--- src/sv/gls_fifo.sv ---
// Short word queue between the front end and the back end.
// Depends on nothing; width and depth come from its parameters.
module gls_fifo #(
  parameter int WIDTH = 8,
  parameter int DEPTH = 2
) (
  input  logic             clk_i,
  input  logic             rst_ni,
  input  logic             push_i,
  input  logic [WIDTH-1:0] wdata_i,
  input  logic             pop_i,
  output logic [WIDTH-1:0] rdata_o,
  output logic             full_o,
  output logic             empty_o
);
  localparam int PtrW = (DEPTH > 1) ? $clog2(DEPTH) : 1;
  localparam int CntW = $clog2(DEPTH + 1);

  logic [WIDTH-1:0] mem_q [DEPTH];
  logic [PtrW-1:0]  wr_ptr_q, wr_ptr_d, rd_ptr_q, rd_ptr_d;
  logic [CntW-1:0]  cnt_q, cnt_d;
  logic             do_push, do_pop;

  assign full_o  = (cnt_q == CntW'(DEPTH));
  assign empty_o = (cnt_q == '0);
  assign do_push = push_i && !full_o;
  assign do_pop  = pop_i && !empty_o;
  assign rdata_o = mem_q[rd_ptr_q];

  always_comb begin
    wr_ptr_d = wr_ptr_q;
    rd_ptr_d = rd_ptr_q;
    cnt_d    = cnt_q;
    if (do_push) begin
      wr_ptr_d = (wr_ptr_q == PtrW'(DEPTH - 1)) ? '0 : wr_ptr_q + 1'b1;
    end
    if (do_pop) begin
      rd_ptr_d = (rd_ptr_q == PtrW'(DEPTH - 1)) ? '0 : rd_ptr_q + 1'b1;
    end
    if (do_push && !do_pop) begin
      cnt_d = cnt_q + 1'b1;
    end else if (do_pop && !do_push) begin
      cnt_d = cnt_q - 1'b1;
    end
  end

  always_ff @(posedge clk_i or negedge rst_ni) begin
    if (!rst_ni) begin
      wr_ptr_q <= '0;
      rd_ptr_q <= '0;
      cnt_q    <= '0;
    end else begin
      wr_ptr_q <= wr_ptr_d;
      rd_ptr_q <= rd_ptr_d;
      cnt_q    <= cnt_d;
    end
  end

  always_ff @(posedge clk_i) begin
    if (do_push) begin
      mem_q[wr_ptr_q] <= wdata_i;
    end
  end

endmodule

--- config.mk ---
export PLATFORM = sky130hd
export DESIGN_NAME = gls_fifo
export DESIGN_NICKNAME = d
export VERILOG_FILES = /design/src/sv/gls_fifo.sv
export SDC_FILE = /design/constraint.sdc
export NUM_CORES = 1
export LEC_CHECK = 0
export BUFFER_PORTS_ARGS = -buffer_cell sky130_fd_sc_hd__buf_2
export CAP_MARGIN = 20
export CORE_ASPECT_RATIO = 1.4
export CORE_UTILIZATION = 39
export CTS_CLUSTER_SIZE = 8
export DETAILED_ROUTE_END_ITERATION = 16
export PLACE_DENSITY_LB_ADDON = 0.08
export SETUP_SLACK_MARGIN = 0.05
export SYNTH_ARGS = -nofsm -noshare
export SYNTH_HDL_FRONTEND = slang
export SYNTH_SLANG_ARGS = --single-unit
--- constraint.sdc ---
create_clock -name clk_i -period 1.9 [get_ports clk_i]
set_input_delay 0.475 -clock clk_i [delete_from_list [all_inputs] [get_ports clk_i]]
set_output_delay 0.475 -clock clk_i [all_outputs]
set_load 0.01 [all_outputs]
==> summary.txt, run 1 <==
minimum clock period after layout = 1.760 ns
final setup margin = 0.1401 ns
clk_lat worst skew = 0.29 ns
count leader, synth = edfxtp_1
die extent in y = 54.98 µm
most numerous cell types in the synthesized netlist = 16 x edfxtp_1, 6 x mux2_1, 4 x dfrtp_1
synthesized netlist cell count = 44
ys async rst share = 20.00%
ordered list of cells on the worst path = mux2_1 > buf_2
wire length after detailed routing = 1033 µm
fraction of the cycle the final worst path needs = 92.63%
family with the most delay on the worst path = flip-flops
worst hold margin = 0.3623 ns
final slew viol count = 0
power density cells = 1423 mW/mm²
DRC violations left = 0
HPWL after detailed placement = 768.5 µm
final total power = 1.355 mW
clock network fraction of design power = 14.7%
transition time at the pin with the least slew margin = 0.3765 ns
count of fill cells added during filler insertion = 160
maximum clock skew at final layout = 0.003205 ns
worst slack at placement = 0.3406 ns
hold worst-path end = mem_q[0][4]
proportion of netlist area held by the largest area contributor = 61.44%
Longest Clk Path Bufs = 2
die area = 0.002191 mm²
Worst Setup End Kind = primary output
number of violations reported at the end of detailed-routing iteration 0 = 1
share of total power in sequential cells = 52.3%
Crit path largest cell delay = 0.50 ns
hold path startpoint = wdata_i[4]
detailed-router iteration count before antenna repair = 2
CP arrival = 1.28 ns
maximum clock frequency = 568.2 MHz
flop and latch count out of synthesis = 20
Routed WL per cell = 11.48 µm
number of buffers added for setup after CTS = 0
Fin. Hold Viols = 0
post-synthesis area per instance = 17.77 µm²
setup TNS = 0 ns
post-synthesis net count = 57
Critical Path Slowest Stage Cell = dfrtp_2
Yosys Warn Count = 0
unrepaired setup endpoints after global routing = false
share of power burned in combinational logic = 33.1%
worst-case vdd ir drop = 0.7938 mV
number of port buffers = 21
area grow syn2layout = 21.76%
number of antenna violations at the first check in global routing = 0
kind of launch point of the worst setup path = flip-flop
count of cells along the worst register-to-register path = 7
internal reg-to-reg setup slack = 0.42 ns
via count normalized by instance count = 4.667
FF/Latch Area = 581.8 µm²
htree depth = 1
area taken by multi-input logic gates = 188.9 µm²
clock-pin slew of the registers on the worst-case setup and hold paths = 0.10 ns
end of the worst register-to-register path = cnt_q[1]
NumNets Final = 84
number of enable-type register cells in the synthesized netlist = 16
global-route wire length before repair = 1600 µm
Inserted Clock Buffers = 3
static power due to leakage = 0.3976 nW
largest net degree at the start of global routing = 12
status = finished, final reports clean
antenna cells = 0
floorplan core area = 0.001824 mm²
switching share of total power = 31.29%
internal power summed over all cells = 931.0 µW
switching power = 423.9 µW
sequential share of the synthesized area = 74.24%
headroom to the max-slew limit = 74.90%
CP bufs+invs = 1
top area cells in the synthesized netlist = edfxtp_1 61%, dfrtp_1 13%, mux2_1 8.6%
global placement routability congestion = 0.6257
TritonCTS clock tree = done
clock sink count = 20
r2r startpoint = cnt_q[0]
root buffer cell = clkbuf_4
I/O pins = 22
Hold/Removal Path Class = in2reg
global routing usage summed across all routing layers = 11.50%
effective utilization at floorplan = 42.87%
post-synthesis instance area = 782.0 µm²
number of rows created at floorplan = 18
share of cells above drive strength 1 = 42.86%
vias in the first global route = 388
residual overflow from global routing = 0
endpoints failing setup = 0
number of distinct library cell variants in the gate-level netlist after synthesis = 15
maximum fanout encountered on the critical timing path = 9
horizontal die dimension = 39.85 µm
remaining antenna violation count = 0
classification of the worst setup path = reg2out
required arrival time at the worst endpoint = 1.42 ns
cell type with the largest total area after synthesis = edfxtp_1
number of stages on the worst hold path = 1
flip-flop cell with the highest count after synthesis = edfxtp_1
overall via count from detail_route = 420
number of violations of the max-capacitance limit = 0
-- sequential cells by signal, indices dropped and copies added (netlist names) --
name      cells
wr_ptr_q      1
cnt_q         2
mem_q        16
rd_ptr_q      1
-- kinds of logic after synthesis --
group	share of synthesized area, %
XOR/XNOR	6.561
adder cells (fa/ha/maj)	1.600
buffers and inverters	1.600
multiplexers	11.52
AND/OR/NAND/NOR	3.841
flip-flops	74.24
AO/OA/AOI/OAI	0.6394
-- final cells by class --
cell class,instances,area share (%)
sequential,20,61.10
multi-input combinational,21,19.84
timing repair buffer,23,12.88
clock buffer,4,2.760
tap,20,2.628
inverter,2,0.7884
-- layout by cell type, fill, tap and decap left out --
cell	Yosys	final
clkbuf_1	0	1
mux2_1	6	6
xnor2_1	2	2
buf_2	1	21
dfrtp_1	4	3
and3_1	1	1
buf_4	0	1
edfxtp_1	16	16
xnor2_2	1	1
clkbuf_4	0	3
mux2_2	2	2
o21ai_1	1	1
ha_1	1	1
dlygate4sd3_1	0	1
nand2_2	1	1
dfrtp_2	0	1
xor2_1	2	2
nand2b_1	1	1
inv_1	2	2
nor2_1	3	3
-- worst max path at each step --
stage | from | end | slack, ns | cells past startpoint
floorplan | cnt_q[0] | mem_q[0][0] | 0.51 | 3
global placement | rd_ptr_q | rdata_o[7] | 0.36 | 2
detailed placement | rd_ptr_q | rdata_o[7] | 0.34 | 2
CTS | rd_ptr_q | rdata_o[3] | 0.12 | 2
global route | rd_ptr_q | rdata_o[7] | 0.06 | 2
finish | rd_ptr_q | rdata_o[3] | 0.14 | 2
-- through the flow --
stage / std cells / utilization, % / instance area [µm²]
floorplan: 44 / - / 782.0
global placement: 85 / 50.14 / 914.6
detailed placement: 85 / 50.14 / 914.6
CTS: 90 / 52.19 / 952.2
global route: 90 / 52.19 / 952.2
finish: 90 / 52.19 / 952.2
-- power groups by stage --
stage               clock network (mW)  logic, mW  registers [mW]
global placement                     0      0.451           0.715
finish                           0.199      0.448           0.708
floorplan                            0      0.346           0.668
detailed placement                   0      0.452           0.720
CTS                              0.206      0.459           0.712
global route                     0.226      0.498           0.729
-- routing by layer --
layer	up-vias	track usage [%]	part of all wire, %
li1	211	-	-
met1	191	12.74	42
met2	16	18.58	51
met3	2	2.800	5.3
met4	0	8.621	1.5
met5	-	0	0
-- repair_timing --
action / 4_1_cts / 5_1_grt
endpoints found under the hold margin: 4 / 0
endpoints found under the setup margin: 8 / 0
resized for setup: 1 / 0
hold buffers: 1 / 0
Power figures use the tool's default switching activity.
==> inputs of run 2 (changes only) <==
PLACE_DENSITY = 0.61   (was unset)
PLACE_DENSITY_LB_ADDON = unset   (was 0.08)
==> run 2 against run 1 <==
Combinational power up 1%; sequential cell count unchanged; largest cell class unchanged; sequential share of layout area unchanged; non-clock buffer count unchanged; design area unchanged; final cell count unchanged; clock skew up 0.0028 ns; via count up 2.6%; critical endpoint is now rdata_o[7].
==> summary.txt, run 2 (synthesis gave the netlist of run 1 again) <==
kind of launch point of the worst setup path = flip-flop
end of the worst register-to-register path = cnt_q[1]
number of port buffers = 21
horizontal die dimension = 39.85 µm
switching share of total power = 31.58%
clk_lat worst skew = 0.29 ns
classification of the worst setup path = reg2out
TritonCTS clock tree = done
floorplan core area = 0.001824 mm²
maximum clock skew at final layout = 0.006020 ns
global routing usage summed across all routing layers = 12.98%
CP arrival = 1.29 ns
share of power burned in combinational logic = 33.3%
number of violations of the max-capacitance limit = 0
largest net degree at the start of global routing = 12
internal reg-to-reg setup slack = 0.43 ns
worst-case vdd ir drop = 0.9549 mV
clock network fraction of design power = 14.3%
root buffer cell = clkbuf_4
final setup margin = 0.1326 ns
htree depth = 1
fraction of the cycle the final worst path needs = 93.02%
die extent in y = 54.98 µm
switching power = 430.1 µW
static power due to leakage = 0.3976 nW
largest registers = mem_q: 16 flops, cnt_q: 2 flops
register with the highest flop count = mem_q
internal power summed over all cells = 931.9 µW
cell count after placement = 85
count of cells along the worst register-to-register path = 7
detailed-router iteration count before antenna repair = 4
hold path startpoint = wdata_i[7]
share of total power in sequential cells = 52.3%
via count normalized by instance count = 4.789
maximum fanout encountered on the critical timing path = 9
overall via count from detail_route = 431
Routed WL per cell = 13.01 µm
worst slack at placement = 0.3241 ns
final total power = 1.362 mW
number of flip-flops in the largest register = 16
number of stages on the worst hold path = 1
Inserted Clock Buffers = 3
clock-pin slew of the registers on the worst-case setup and hold paths = 0.10 ns
vias in the first global route = 430
power density cells = 1430 mW/mm²
area grow syn2layout = 21.76%
clock sink count = 20
Hold/Removal Path Class = in2reg
required arrival time at the worst endpoint = 1.42 ns
headroom to the max-slew limit = 74.17%
most common cell after layout, fill and taps aside = buf_2
Final Instance Count excl. Fillers = 90
number of violations reported at the end of detailed-routing iteration 0 = 10
r2r startpoint = cnt_q[0]
highest-count cells in the layout ignoring fill and taps = 21 x buf_2, 16 x edfxtp_1, 6 x mux2_1
DRC violations left = 0
unrepaired setup endpoints after global routing = false
setup TNS = 0 ns
final slew viol count = 0
global placement routability congestion = 0.6514
status = finished, final reports clean
wire length after detailed routing = 1171 µm
number of buffers added for setup after CTS = 0
I/O pins = 22
number of rows created at floorplan = 18
effective utilization at floorplan = 42.87%
HPWL after detailed placement = 873.2 µm
residual overflow from global routing = 0
endpoints failing setup = 0
worst hold margin = 0.3695 ns
global-route wire length before repair = 1856 µm
Worst Setup End Kind = primary output
antenna cells = 0
Fin. Hold Viols = 0
Longest Clk Path Bufs = 2
share of cells above drive strength 1 = 42.86%
minimum clock period after layout = 1.767 ns
die area = 0.002191 mm²
NumNets Final = 84
remaining antenna violation count = 0
hold worst-path end = mem_q[1][7]
maximum clock frequency = 565.8 MHz
transition time at the pin with the least slew margin = 0.3875 ns
number of antenna violations at the first check in global routing = 0
[run 2: cell counts in the layout (fill, tap and decap cells not counted)]
Identical to the previous run, type by type.
[run 2: area by class of cell]
| type | count | area, µm² |
|---|---|---|
| flip-flops and latches | 20 | 581.8 |
| repair buffers | 23 | 122.6 |
| inverters | 2 | 7.507 |
| clock buffers | 4 | 26.28 |
| well taps | 20 | 25.02 |
| fillers | 175 | 872.1 |
| multi-input cells | 21 | 188.9 |
[run 2: timing repair]
item,CTS,global route
setup endpoints to repair,8,0
gates resized for setup,1,0
hold buffers,1,0
endpoints found under the hold margin,4,0
[run 2: critical path: stages, from the launching register on]
cell and delay, ns:
dfrtp_2 0.51, mux2_2 0.36, buf_2 0.14
[run 2: how the worst max path moves through the flow]
stage                     cells past startpoint      from     endpoint
final                                         2  rd_ptr_q   rdata_o[7]
after CTS                                     2  rd_ptr_q   rdata_o[7]
after global routing                          2  rd_ptr_q   rdata_o[6]
after detailed placement                      2  rd_ptr_q   rdata_o[7]
after global placement                        2  rd_ptr_q   rdata_o[7]
after floorplan                               3  cnt_q[0]  mem_q[0][0]
[run 2: stage by stage]
step           area (µm²)  util (%)
3_5_place_dp        914.6     50.14
2_1_floorplan       782.0         -
5_1_grt             952.2     52.19
3_3_place_gp        914.6     50.14
6_report            952.2     52.19
4_1_cts             952.2     52.19
[run 2: layer usage]
| layer | routed length, µm | global-route usage [%] | vias up |
|---|---|---|---|
| met5 | 0 | 0 | - |
| met4 | 0 | 5.172 | 0 |
| met3 | 60 | 3.600 | 0 |
| met2 | 621 | 21.86 | 15 |
| met1 | 489 | 15.32 | 205 |
| li1 | - | - | 211 |
[run 2: power groups by stage]
stage,logic [mW],clock network [mW],registers (mW)
2_1_floorplan,0.346,0,0.668
3_3_place_gp,0.450,0,0.715
3_5_place_dp,0.456,0,0.724
4_1_cts,0.462,0.204,0.716
5_1_grt,0.502,0.221,0.733
6_report,0.454,0.195,0.713
