File: src/sv/gls_pkg.sv
// Shared types and constants of the grid line-of-sight block.
// No dependencies; gls_front, gls_back and the top level import this package.
package gls_pkg;

  localparam int DefGridDim  = 256;
  localparam int DefElevBits = 16;
  localparam int FieldW      = 8;
  localparam int CfgIdxW     = 2;
  localparam int CfgDataW    = 9;

  // Configuration register indexes.
  localparam logic [CfgIdxW-1:0] CFG_VIEW_ROW  = 2'd0;
  localparam logic [CfgIdxW-1:0] CFG_VIEW_COL  = 2'd1;
  localparam logic [CfgIdxW-1:0] CFG_GRID_ROWS = 2'd2;
  localparam logic [CfgIdxW-1:0] CFG_GRID_COLS = 2'd3;

  localparam logic OP_WRITE = 1'b0;
  localparam logic OP_QUERY = 1'b1;

  // Class of a queued word, decided by the front end.
  typedef enum logic [2:0] {
    K_WRITE,
    K_SKIP,
    K_BAD,
    K_SAME,
    K_WALK
  } kind_e;

  typedef struct packed {
    logic [FieldW-1:0] view_row;
    logic [FieldW-1:0] view_col;
    logic [8:0]        grid_rows;
    logic [8:0]        grid_cols;
  } cfg_t;

endpackage

File: src/sv/gls_front.sv
// Front end: takes command words, classifies them and pushes them to the queue.
// Depends on gls_pkg.
module gls_front #(
  parameter int GRID_DIM  = gls_pkg::DefGridDim,
  parameter int ELEV_BITS = gls_pkg::DefElevBits,
  parameter int EW        = 3 + 2 * gls_pkg::FieldW + gls_pkg::DefElevBits
) (
  input  logic                       clk_i,
  input  logic                       rst_ni,
  input  logic                       start,
  output logic                       busy,
  input  logic                       op_i,
  input  logic [gls_pkg::FieldW-1:0] target_row_i,
  input  logic [gls_pkg::FieldW-1:0] target_col_i,
  input  logic signed [15:0]         elevation_i,
  input  gls_pkg::cfg_t              cfg_i,
  input  logic                       q_full_i,
  output logic                       push_o,
  output logic [EW-1:0]              push_data_o,
  output logic                       stage_vld_o
);
  import gls_pkg::*;

  logic          stage_vld_q, stage_vld_d;
  logic [EW-1:0] stage_q;
  logic          accept, bad, same, wr_ok;
  logic [31:0]   rows, cols;
  kind_e         kind;

  assign busy        = stage_vld_q && q_full_i;
  assign accept      = start && !busy;
  assign push_o      = stage_vld_q && !q_full_i;
  assign push_data_o = stage_q;
  assign stage_vld_o = stage_vld_q;
  assign stage_vld_d = accept || (stage_vld_q && !push_o);

  always_comb begin
    rows  = (32'(cfg_i.grid_rows) > 32'(GRID_DIM)) ? 32'(GRID_DIM) : 32'(cfg_i.grid_rows);
    cols  = (32'(cfg_i.grid_cols) > 32'(GRID_DIM)) ? 32'(GRID_DIM) : 32'(cfg_i.grid_cols);
    bad   = (32'(target_row_i) >= rows) || (32'(target_col_i) >= cols) ||
            (32'(cfg_i.view_row) >= rows) || (32'(cfg_i.view_col) >= cols);
    same  = (target_row_i == cfg_i.view_row) && (target_col_i == cfg_i.view_col);
    wr_ok = (32'(target_row_i) < 32'(GRID_DIM)) && (32'(target_col_i) < 32'(GRID_DIM));
    if (op_i == OP_WRITE) begin
      kind = wr_ok ? K_WRITE : K_SKIP;
    end else if (bad) begin
      kind = K_BAD;
    end else if (same) begin
      kind = K_SAME;
    end else begin
      kind = K_WALK;
    end
  end

  always_ff @(posedge clk_i or negedge rst_ni) begin
    if (!rst_ni) begin
      stage_vld_q <= 1'b0;
    end else begin
      stage_vld_q <= stage_vld_d;
    end
  end

  always_ff @(posedge clk_i) begin
    if (accept) begin
      stage_q <= {kind, target_row_i, target_col_i,
                  ELEV_BITS'($unsigned(elevation_i))};
    end
  end

endmodule

File: config.mk
export PLATFORM = sky130hd
export DESIGN_NAME = gls_front
export DESIGN_NICKNAME = d
export VERILOG_FILES = /design/src/sv/gls_pkg.sv /design/src/sv/gls_front.sv
export SDC_FILE = /design/constraint.sdc
export NUM_CORES = 1
export LEC_CHECK = 0
export BUFFER_PORTS_ARGS = -buffer_cell sky130_fd_sc_hd__buf_2
export CAP_MARGIN = 20
export CORE_MARGIN = 3
export CORE_UTILIZATION = 43
export CTS_BUF_LIST = sky130_fd_sc_hd__clkbuf_8
export DETAILED_ROUTE_END_ITERATION = 7
export PLACE_DENSITY = 0.79
export SYNTH_ARGS = -nofsm -noshare
export SYNTH_HDL_FRONTEND = slang
export SYNTH_SLANG_ARGS = --single-unit
File: constraint.sdc
create_clock -name clk_i -period 2.4 [get_ports clk_i]
set_clock_uncertainty 0.05 [all_clocks]
set_input_delay 0.48 -clock clk_i [delete_from_list [all_inputs] [get_ports clk_i]]
set_output_delay 0.48 -clock clk_i [all_outputs]
set_load 0.01 [all_outputs]
==> results.ini, run 1 <==
[clock_tree]
cts_max_path_buffers=2
cts_buffers=5
ctsHtreeMaxLevel=2
clock-root-buffer=clkbuf_8
cts_tree=done
clk_pin_slew_ns=0.07
clk-insertion-delay-late_ns=0.28
cts_resized=0
cts_sinks=36

[place]
dp_cells=339
gp_congestion=0.835
portBuffers=108
dp_hpwl_mm=4.24

[synthesis]
synth_top_area_share_pct=48.4
synth_area_leaders=edfxtp_1 48%, ha_1 18%, xnor2_1 6.4%
syn_nets=267
synth.top_cells.by_count=35 x edfxtp_1, 32 x ha_1, 16 x nand2b_1, 16 x xnor2_1, 7 x a21oi_1
synth.distinct_cells=39
synth-seq-cells=36
synth_xor_area_share_pct=6.45
seq_area_frac_synth_pct=49.5
synthAdderAreaFrac_pct=18.4
synthSimpleGateAreaFrac_pct=13.9
yosysTopAreaCell=edfxtp_1
synth_compound_area_share_pct=10.5
yosysMostFrequentCell=edfxtp_1
synth_edf_count=35
ys.flop_type=edfxtp_1
avgSynthCellArea_um2=13.3
synthMuxAreaShare_pct=0
async_flop_share_pct=2.78
synth-warning-count=0
synth_area_um2=2170
synth_cells=164
synth_top_family_by_area=adder cells

[power]
p_leak_uw=0.00128
power_density_nw_per_um2=512
combPwrFrac_pct=22.8
p_total_uw=1490
swShare_pct=26.5
p_clk_share_pct=27.6
switching_power_uw=395
internal-power_uw=1100
seqPwrFrac_pct=49.6
ir_drop_mv=0.226

[global_routing]
grt_use_total_pct=17.6
antenna_found_initial=0
grt_pass1_vias=1733
grt_pass1_wl_mm=8.16
globalRouteOverflowTotal=0
grt_max_degree=36

[die]
ios=109
dieArea_um2=5940
start_util_pct=45.1
die_w_um=77.1
coreArea_um2=4820
fp-row-count=25
dieHeight_um=77.1

[timing]
finalSetupViolCount=0
timing.final.crit_share_pct=88.3
tns_ns=0
relSlewSlack_pct=71.3
holdWs_ns=0.318
fmax_ghz=0.472
rsz0062_at_grt=false
tightest_slew_ns=0.430
fin_crit_ns=2.12
slew_viol_final=0
hold_viol=0

[critical_path]
arrival_ns=2.11
path_class=in -> reg
critPathMaxFanout=11
worst_setup_path_start_kind=primary input
required_ns=2.39
end_kind=flop

[layout]
antennaDiodeCount=0
fill_cells=420
final_nets=383
syn_to_final_growth_pct=33.9
drive_gt1_share_pct=46.3
finalNonFillerCells=348

[detailed_routing]
drt_first_pass_iters=4
drc=0
ant_nets=0
post_drt_wl_per_cell_um=14.7
via_count=1735
viasPerCell=4.99
routed_wl_mm=5.12
drtIter0Drc=58

[flow_run]
max_cap_viol_count=0

[run_status]
outcome=finished, final reports clean

[hold_path]
min-delay-path-class=in -> reg

## repair_timing
item / 4_1_cts / 5_1_grt
endpoints found under the hold margin: 1 / 0
setup buffers: 0 / 0
hold buffers: 1 / 0
## worst paths after layout
| check | start | to | slack, ns | depth (start not counted) |
|---|---|---|---|---|
| setup / recovery | cfg_i[17] | push_data_o[33]$_SDFFCE_PN0P_ | 0.28 | 8 |
| setup reg to reg | stage_vld_o$_DFF_PN0_ | push_data_o[2]$_DFFE_PP_ | 0.92 | 3 |
| hold / removal | elevation_i[15] | push_data_o[15]$_DFFE_PP_ | 0.32 | 1 |
| min in group asynchronous | rst_ni | stage_vld_o$_DFF_PN0_ | 0.45 | 2 |
| max in group asynchronous | rst_ni | stage_vld_o$_DFF_PN0_ | 1.77 | 2 |
| hold reg to reg | stage_vld_o$_DFF_PN0_ | stage_vld_o$_DFF_PN0_ | 0.69 | 2 |
## stage by stage
stage | setup WS [ns] | utilization [%] | instance area [um2]
final | 0.281 | 60.4 | 2910
after detailed placement | -0.0324 | 58.4 | 2810
after floorplan | 0.0728 | - | 2180
after global routing | 0.146 | 60.4 | 2910
after global placement | 0.0211 | 58.4 | 2810
after CTS | 0.276 | 60.4 | 2910
## metal layers
metal	up-vias	global-route usage (%)	part of all wire, %	routed length (um)
met5	-	0	0	0
met4	0	4.98	1.2	60
met3	6	5.63	8.6	439
met2	82	30.7	49	2520
met1	793	20.8	41	2090
li1	854	-	-	-
## logic make-up (layout without fill, tap and decap cells)
family                     after synthesis  in the layout
buffers and inverters                    7            124
DFF                                     36             36
AOI/OAI and AO/OA                       25             25
adders and majority gates               32             32
and+or+nand+nor                         48             48
xor gates and xnor gates                16             16
## worst max-delay path: stages
cell and delay, ns:
buf_2 0.15, nor2b_1 0.19, ha_1 0.25, nand2b_1 0.14, a211oi_1 0.28, or3_4 0.19
o2111ai_4 0.13, o31a_1 0.29
## state kept, by name (all words and copies together) (netlist names)
signal / cells
push_data_o: 35
stage_vld_o: 1
## layout make-up
class,instances,area (um2),area share (%)
repair buffers,111,566,19.4
inverters,5,18.8,0.645
clock inverters,3,18.8,0.645
multi-input cells,121,1080,37.0
well taps,67,83.8,2.88
flip-flops and latches,36,1080,37.0
clock buffers,5,68.8,2.37
## layout by cell type (no fill, tap or decap), types with 5 or more instances in the layout
cell / netlist / routed
nand2b_1: 16 / 16
inv_1: 5 / 5
clkbuf_8: 0 / 5
ha_1: 32 / 32
a21oi_1: 7 / 7
buf_2: 1 / 108
edfxtp_1: 35 / 35
xnor2_1: 16 / 16
nand4_1: 6 / 6
## power by group through the flow
stage,logic [uW],clock network (uW),registers [uW]
after global routing,380,456,742
after floorplan,171,0,774
after detailed placement,340,0,753
after CTS,343,426,739
after global placement,330,0,752
final,340,411,739
Note: power is estimated with default switching activity, not from simulation.
==> inputs of run 2 (changes only) <==
--- a/config.mk
+++ b/config.mk
@@ -7,7 +7,6 @@
 export LEC_CHECK = 0
 export BUFFER_PORTS_ARGS = -buffer_cell sky130_fd_sc_hd__buf_2
 export CAP_MARGIN = 20
-export CORE_MARGIN = 3
 export CORE_UTILIZATION = 43
 export CTS_BUF_LIST = sky130_fd_sc_hd__clkbuf_8
 export DETAILED_ROUTE_END_ITERATION = 7
==> constraint.sdc (replaced) <==
create_clock -name clk_i -period 2.4 [get_ports clk_i]
set_clock_uncertainty 0.05 [all_clocks]
set_input_delay 0.48 -clock clk_i [delete_from_list [all_inputs] [get_ports clk_i]]
set_output_delay 0.48 -clock clk_i [all_outputs]
set_load 0.005 [all_outputs]
==> run 2 against run 1 <==
  * First-iteration DRC count down 40%
  * Die area is 10% lower
  * Combinational power is 5% lower
  * Highest routed layer unchanged
==> results.ini, run 2 (synthesized netlist as in run 1, its figures left out) <==
[die]
dieArea_um2=5340  ; was 5940 um2
start_util_pct=45.4  ; was 45.1%
dieHeight_um=73.1  ; was 77.1 um
coreArea_um2=4790  ; was 4820 um2
fp-row-count=25  ; unchanged
ios=109  ; unchanged
die_w_um=73.1  ; was 77.1 um

[detailed_routing]
ant_nets=0  ; unchanged
via_count=1700  ; was 1,735
drc=0  ; unchanged
routed_wl_mm=4.69  ; was 5.12 mm
post_drt_wl_per_cell_um=13.4  ; was 14.7 um
viasPerCell=4.87  ; was 4.99
drt_first_pass_iters=4  ; unchanged
drtIter0Drc=35  ; was 58

[critical_path]
r2r-start=stage_vld_o$_DFF_PN0_  ; unchanged
crit_chain=buf_2, nand2b_1, ha_1, o21ai_1, a21oi_1, o31ai_1, o31ai_2, o31a_1  ; was buf_2, nor2b_1, ha_1, nand2b_1, a211oi_1, or3_4, o2111ai_4, o31a_1
arrival_ns=2.10  ; was 2.11 ns
required_ns=2.39  ; about the same
slowest_stage=o31ai_1  ; was o31a_1
crit_path_start=cfg_i[17]  ; unchanged
critPathMaxFanout=10  ; was 11
path_class=in -> reg  ; unchanged
end_kind=flop  ; unchanged
worst_setup_path_start_kind=primary input  ; unchanged
max_stage_delay_ns=0.36  ; was 0.29 ns

[layout]
syn_to_final_growth_pct=35.3  ; was 33.9%
fill_cells=408  ; was 420
largest_register_ffs=35  ; unchanged
layout_commonest_cell=buf_2  ; unchanged
final_nets=384  ; was 383
antennaDiodeCount=0  ; unchanged
drive_gt1_share_pct=46.5  ; was 46.3%
final_cell_mix=108 x buf_2, 35 x edfxtp_1, 32 x ha_1  ; unchanged

[timing]
holdWs_ns=0.310  ; was 0.318 ns
timing.final.crit_share_pct=87.9  ; was 88.3%
fmax_ghz=0.474  ; was 0.472 GHz
finalSetupViolCount=0  ; unchanged
relSlewSlack_pct=70.2  ; was 71.3%
slew_viol_final=0  ; unchanged
tightest_slew_ns=0.447  ; was 0.430 ns
rsz0062_at_grt=false  ; unchanged
fin_crit_ns=2.11  ; was 2.12 ns
hold_viol=0  ; unchanged

[hold_path]
min-delay-path-class=in -> reg  ; unchanged
hold_start=elevation_i[9]  ; was elevation_i[15]

[clock_tree]
cts_buffers=5  ; unchanged
clock-root-buffer=clkbuf_8  ; unchanged
cts_max_path_buffers=2  ; unchanged
ctsHtreeMaxLevel=2  ; unchanged
clk-insertion-delay-late_ns=0.29  ; was 0.28 ns
cts_sinks=36  ; unchanged
cts_tree=done  ; unchanged
clk_pin_slew_ns=0.08  ; was 0.07 ns
post_cts_buffers=0  ; unchanged

[run_status]
outcome=finished, final reports clean  ; unchanged

[place]
dp_hpwl_mm=3.82  ; was 4.24 mm
portBuffers=108  ; unchanged
gp_congestion=0.798  ; was 0.835

[power]
ir_drop_mv=0.227  ; was 0.226 mV
power_density_nw_per_um2=544  ; was 512 nW/um2
p_leak_uw=0.00129  ; was 0.00128 uW
p_total_uw=1600  ; was 1490 uW

[flow_run]
max_cap_viol_count=0  ; unchanged

[global_routing]
grt_max_degree=36  ; unchanged
grt_pass1_wl_mm=7.53  ; was 8.16 mm
antenna_found_initial=0  ; unchanged
grt_use_total_pct=19.0  ; was 17.6%
grt_pass1_vias=1681  ; was 1,733
globalRouteOverflowTotal=0  ; unchanged

==> run 2: what timing repair did <==
item / in CTS / in global routing
endpoints found under the setup margin: 0 / 0
endpoints found under the hold margin: 1 / 0
gates resized for setup: 0 / 0
hold buffers: 1 / 0
==> run 2: path summary, 6_finish.rpt <==
path / end / slack [ns] / cells after the start
max: push_data_o[33]$_SDFFCE_PN0P_ / 0.29 / 8
min: push_data_o[9]$_DFFE_PP_ / 0.31 / 1
max reg2reg: push_data_o[3]$_DFFE_PP_ / 0.93 / 3
min reg2reg: stage_vld_o$_DFF_PN0_ / 0.65 / 2
max in group asynchronous: stage_vld_o$_DFF_PN0_ / 1.77 / 2
min in group asynchronous: stage_vld_o$_DFF_PN0_ / 0.45 / 2
==> run 2: area by class of cell <==
type                       instances  area (um2)  share of cell area (%)
inverter                           5        18.8                   0.638
sequential                        36        1080                    36.6
tap                               67        83.8                    2.85
timing repair buffer             112         573                    19.5
clock inverter                     3        42.5                    1.45
multi-input combinational        121        1080                    36.6
clock buffer                       5        68.8                    2.34
==> run 2: report_power, final <==
part / leakage (uW) / internal (uW) / switching, uW / total (uW)
registers: 0.000345 / 731 / 7.03 / 738
clock network: 0.0000541 / 307 / 229 / 537
logic: 0.000894 / 163 / 161 / 323
total: 0.00129 / 1200 / 397 / 1600
==> run 2: worst max-delay path, delay by kind of cell <==
family	cells	cell delay, ns
adder cells (fa/ha/maj)	1	0.28
AND/OR/NAND/NOR	1	0.18
buffers and inverters	1	0.14
AO/OA/AOI/OAI	5	1.02
==> run 2: per-stage QoR <==
step | instances | cell area [um2] | worst slack, ns | setup TNS [ns] | util (%)
floorplan | 164 | 2180 | 0.0728 | 0 | -
global route | 349 | 2940 | 0.195 | 0 | 61.4
finish | 349 | 2940 | 0.289 | 0 | 61.4
CTS | 349 | 2940 | 0.305 | 0 | 61.4
detailed placement | 340 | 2820 | -0.0105 | -0.0105 | 58.9
global placement | 340 | 2820 | 0.0490 | 0 | 58.9
==> run 2: layer usage <==
layer	track usage, %	up-vias	wire [um]
met5	0	-	0
met3	5.39	7	378
met4	9.37	0	94
met1	21.9	757	1990
met2	32.2	79	2240
li1	-	857	-
==> inputs of run 3 (changes only) <==
--- a/config.mk
+++ b/config.mk
@@ -7,10 +7,9 @@
 export LEC_CHECK = 0
 export BUFFER_PORTS_ARGS = -buffer_cell sky130_fd_sc_hd__buf_2
 export CAP_MARGIN = 20
-export CORE_UTILIZATION = 43
-export CTS_BUF_LIST = sky130_fd_sc_hd__clkbuf_8
+export CORE_UTILIZATION = 41
 export DETAILED_ROUTE_END_ITERATION = 7
-export PLACE_DENSITY = 0.79
+export PLACE_DENSITY = 0.76
 export SYNTH_ARGS = -nofsm -noshare
 export SYNTH_HDL_FRONTEND = slang
 export SYNTH_SLANG_ARGS = --single-unit
==> run 3 against run 2 <==
  * Combinational power barely moved
  * Power decreased by 7.6%
  * Clock power fell by 23%
  * Clock-buffer cell count did not move
  * Largest cell class unchanged
  * Critical endpoint unchanged
  * Global-route usage fell by 2.6 points
  * Cell area decreased by 0.43%
  * Non-clock buffer count up 1
  * First-iteration DRC count fell by 14%
  * Critical path depth stayed put
==> results.ini, run 3 (synthesized netlist as in run 1, its figures left out) <==
[run_status]
outcome=finished, final reports clean  ; unchanged

[clock_tree]
cts_tree=done  ; unchanged
ctsHtreeMaxLevel=2  ; unchanged
cts_buffers=5  ; unchanged
cts_sinks=36  ; unchanged
clock-root-buffer=clkbuf_8  ; unchanged
cts_resized=0  ; unchanged
clk-insertion-delay-late_ns=0.28  ; was 0.29 ns
clk_pin_slew_ns=0.07  ; was 0.08 ns
cts_max_path_buffers=2  ; unchanged

[die]
dieArea_um2=5600  ; was 5340 um2
dieHeight_um=74.8  ; was 73.1 um
start_util_pct=42.6  ; was 45.4%
ios=109  ; unchanged
fp-row-count=26  ; was 25
die_w_um=74.8  ; was 73.1 um
coreArea_um2=5110  ; was 4790 um2

[power]
ir_drop_mv=0.210  ; was 0.227 mV
seqPwrFrac_pct=50.0  ; was 46.2%
p_clk_share_pct=27.9  ; was 33.6%
power_density_nw_per_um2=504  ; was 544 nW/um2
switching_power_uw=378  ; was 397 uW
p_leak_uw=0.00129  ; about the same
combPwrFrac_pct=22.1  ; was 20.2%
internal-power_uw=1100  ; was 1200 uW
swShare_pct=25.6  ; was 24.8%

[place]
dp_slack_ns=-0.00530  ; was -0.0105 ns
dp_hpwl_mm=3.87  ; was 3.82 mm
portBuffers=108  ; unchanged
gp_congestion=0.798  ; about the same

[timing]
layout_setup_ws_ns=0.289  ; about the same
tns_ns=0  ; unchanged
slew_viol_final=0  ; unchanged
rsz0062_at_grt=false  ; unchanged
hold_viol=0  ; unchanged
timing.final.crit_share_pct=88.0  ; was 87.9%
fmax_ghz=0.474  ; about the same
tightest_slew_ns=0.427  ; was 0.447 ns
finalSetupViolCount=0  ; unchanged
holdWs_ns=0.318  ; was 0.310 ns
fin_crit_ns=2.11  ; about the same
relSlewSlack_pct=71.5  ; was 70.2%

[global_routing]
antenna_found_initial=0  ; unchanged
grt_pass1_vias=1551  ; was 1,681
globalRouteOverflowTotal=0  ; unchanged
grt_use_total_pct=16.4  ; was 19.0%
grt_max_degree=36  ; unchanged
grt_pass1_wl_mm=6.76  ; was 7.53 mm

[layout]
fin_util_pct=57.3  ; was 61.4%
syn_to_final_growth_pct=34.7  ; was 35.3%
drive_gt1_share_pct=46.6  ; was 46.5%
antennaDiodeCount=0  ; unchanged
final_nets=385  ; was 384
final_cell_mix=108 x buf_2, 35 x edfxtp_1, 32 x ha_1  ; unchanged
layout_commonest_cell=buf_2  ; unchanged
largest_register_ffs=35  ; unchanged

[detailed_routing]
viasPerCell=4.81  ; was 4.87
drc=0  ; unchanged
drtIter0Drc=30  ; was 35
drt_first_pass_iters=4  ; unchanged
via_count=1698  ; was 1,700
routed_wl_mm=4.58  ; was 4.69 mm
ant_nets=0  ; unchanged
post_drt_wl_per_cell_um=13.0  ; was 13.4 um

[hold_path]
min-delay-path-class=in -> reg  ; unchanged

[critical_path]
worst_setup_path_start_kind=primary input  ; unchanged
path_class=in -> reg  ; unchanged
arrival_ns=2.10  ; about the same
end_kind=flop  ; unchanged
critPathMaxFanout=9  ; was 10
required_ns=2.39  ; about the same

[flow_run]
max_cap_viol_count=0  ; unchanged

## run 3: cell count changes in the layout (fill, tap and decap cells not counted), sizes merged
cell      change
clkinv        +2
clkinvlp      -1
buf           +1
bufinv        -1
## run 3: final cells by class
type	count	area [um2]
Clock inverter	3	18.8
Tap cell	70	87.6
Multi-Input combinational cell	121	1080
Timing Repair Buffer	113	581
Inverter	5	18.8
Clock buffer	5	68.8
Sequential cell	36	1080
Fill cell	459	2180
## run 3: power by group through the flow
stage	logic (uW)	clock network (uW)	registers, uW
2_1_floorplan	170	0	760
3_3_place_gp	322	0	752
3_5_place_dp	328	0	753
4_1_cts	331	420	739
6_report	326	412	738
5_1_grt	370	448	743
## run 3: path summary, 6_finish.rpt
check,from,end,slack [ns],depth (start not counted)
setup / recovery,cfg_i[8],push_data_o[33]$_SDFFCE_PN0P_,0.29,8
hold / removal,elevation_i[2],push_data_o[2]$_DFFE_PP_,0.32,1
min in group asynchronous,rst_ni,stage_vld_o$_DFF_PN0_,0.47,2
hold reg to reg,stage_vld_o$_DFF_PN0_,stage_vld_o$_DFF_PN0_,0.67,2
setup reg to reg,stage_vld_o$_DFF_PN0_,push_data_o[27]$_DFFE_PP_,0.94,3
max in group asynchronous,rst_ni,stage_vld_o$_DFF_PN0_,1.75,2
## run 3: metal layers
| layer | up-vias | GRT usage, % | part of all wire, % |
|---|---|---|---|
| met1 | 756 | 18.7 | 41 |
| met3 | 6 | 5.09 | 8.8 |
| li1 | 856 | - | - |
| met4 | 0 | 5.66 | 1.4 |
| met5 | - | 0 | 0 |
| met2 | 80 | 28.8 | 48 |
## run 3: through the flow
step                      power, uW  cell area (um2)  std cells
after floorplan                 930             2180        164
after global placement         1070             2830        344
after detailed placement       1080             2830        344
after CTS                      1490             2930        353
after global routing           1560             2930        353
final                          1480             2930        353
## run 3: what timing repair did
item | in CTS | in global routing
hold buffers | 1 | 0
endpoints found under the hold margin | 1 | 0
setup buffers | 0 | 0
## run 3: worst max-delay path: stages
cell and delay [ns]:
buf_2 0.15, nand2b_1 0.18, ha_1 0.29, a21o_1 0.18, a21oi_1 0.18, o2111a_1 0.22, o31ai_2 0.09, o31a_1 0.32
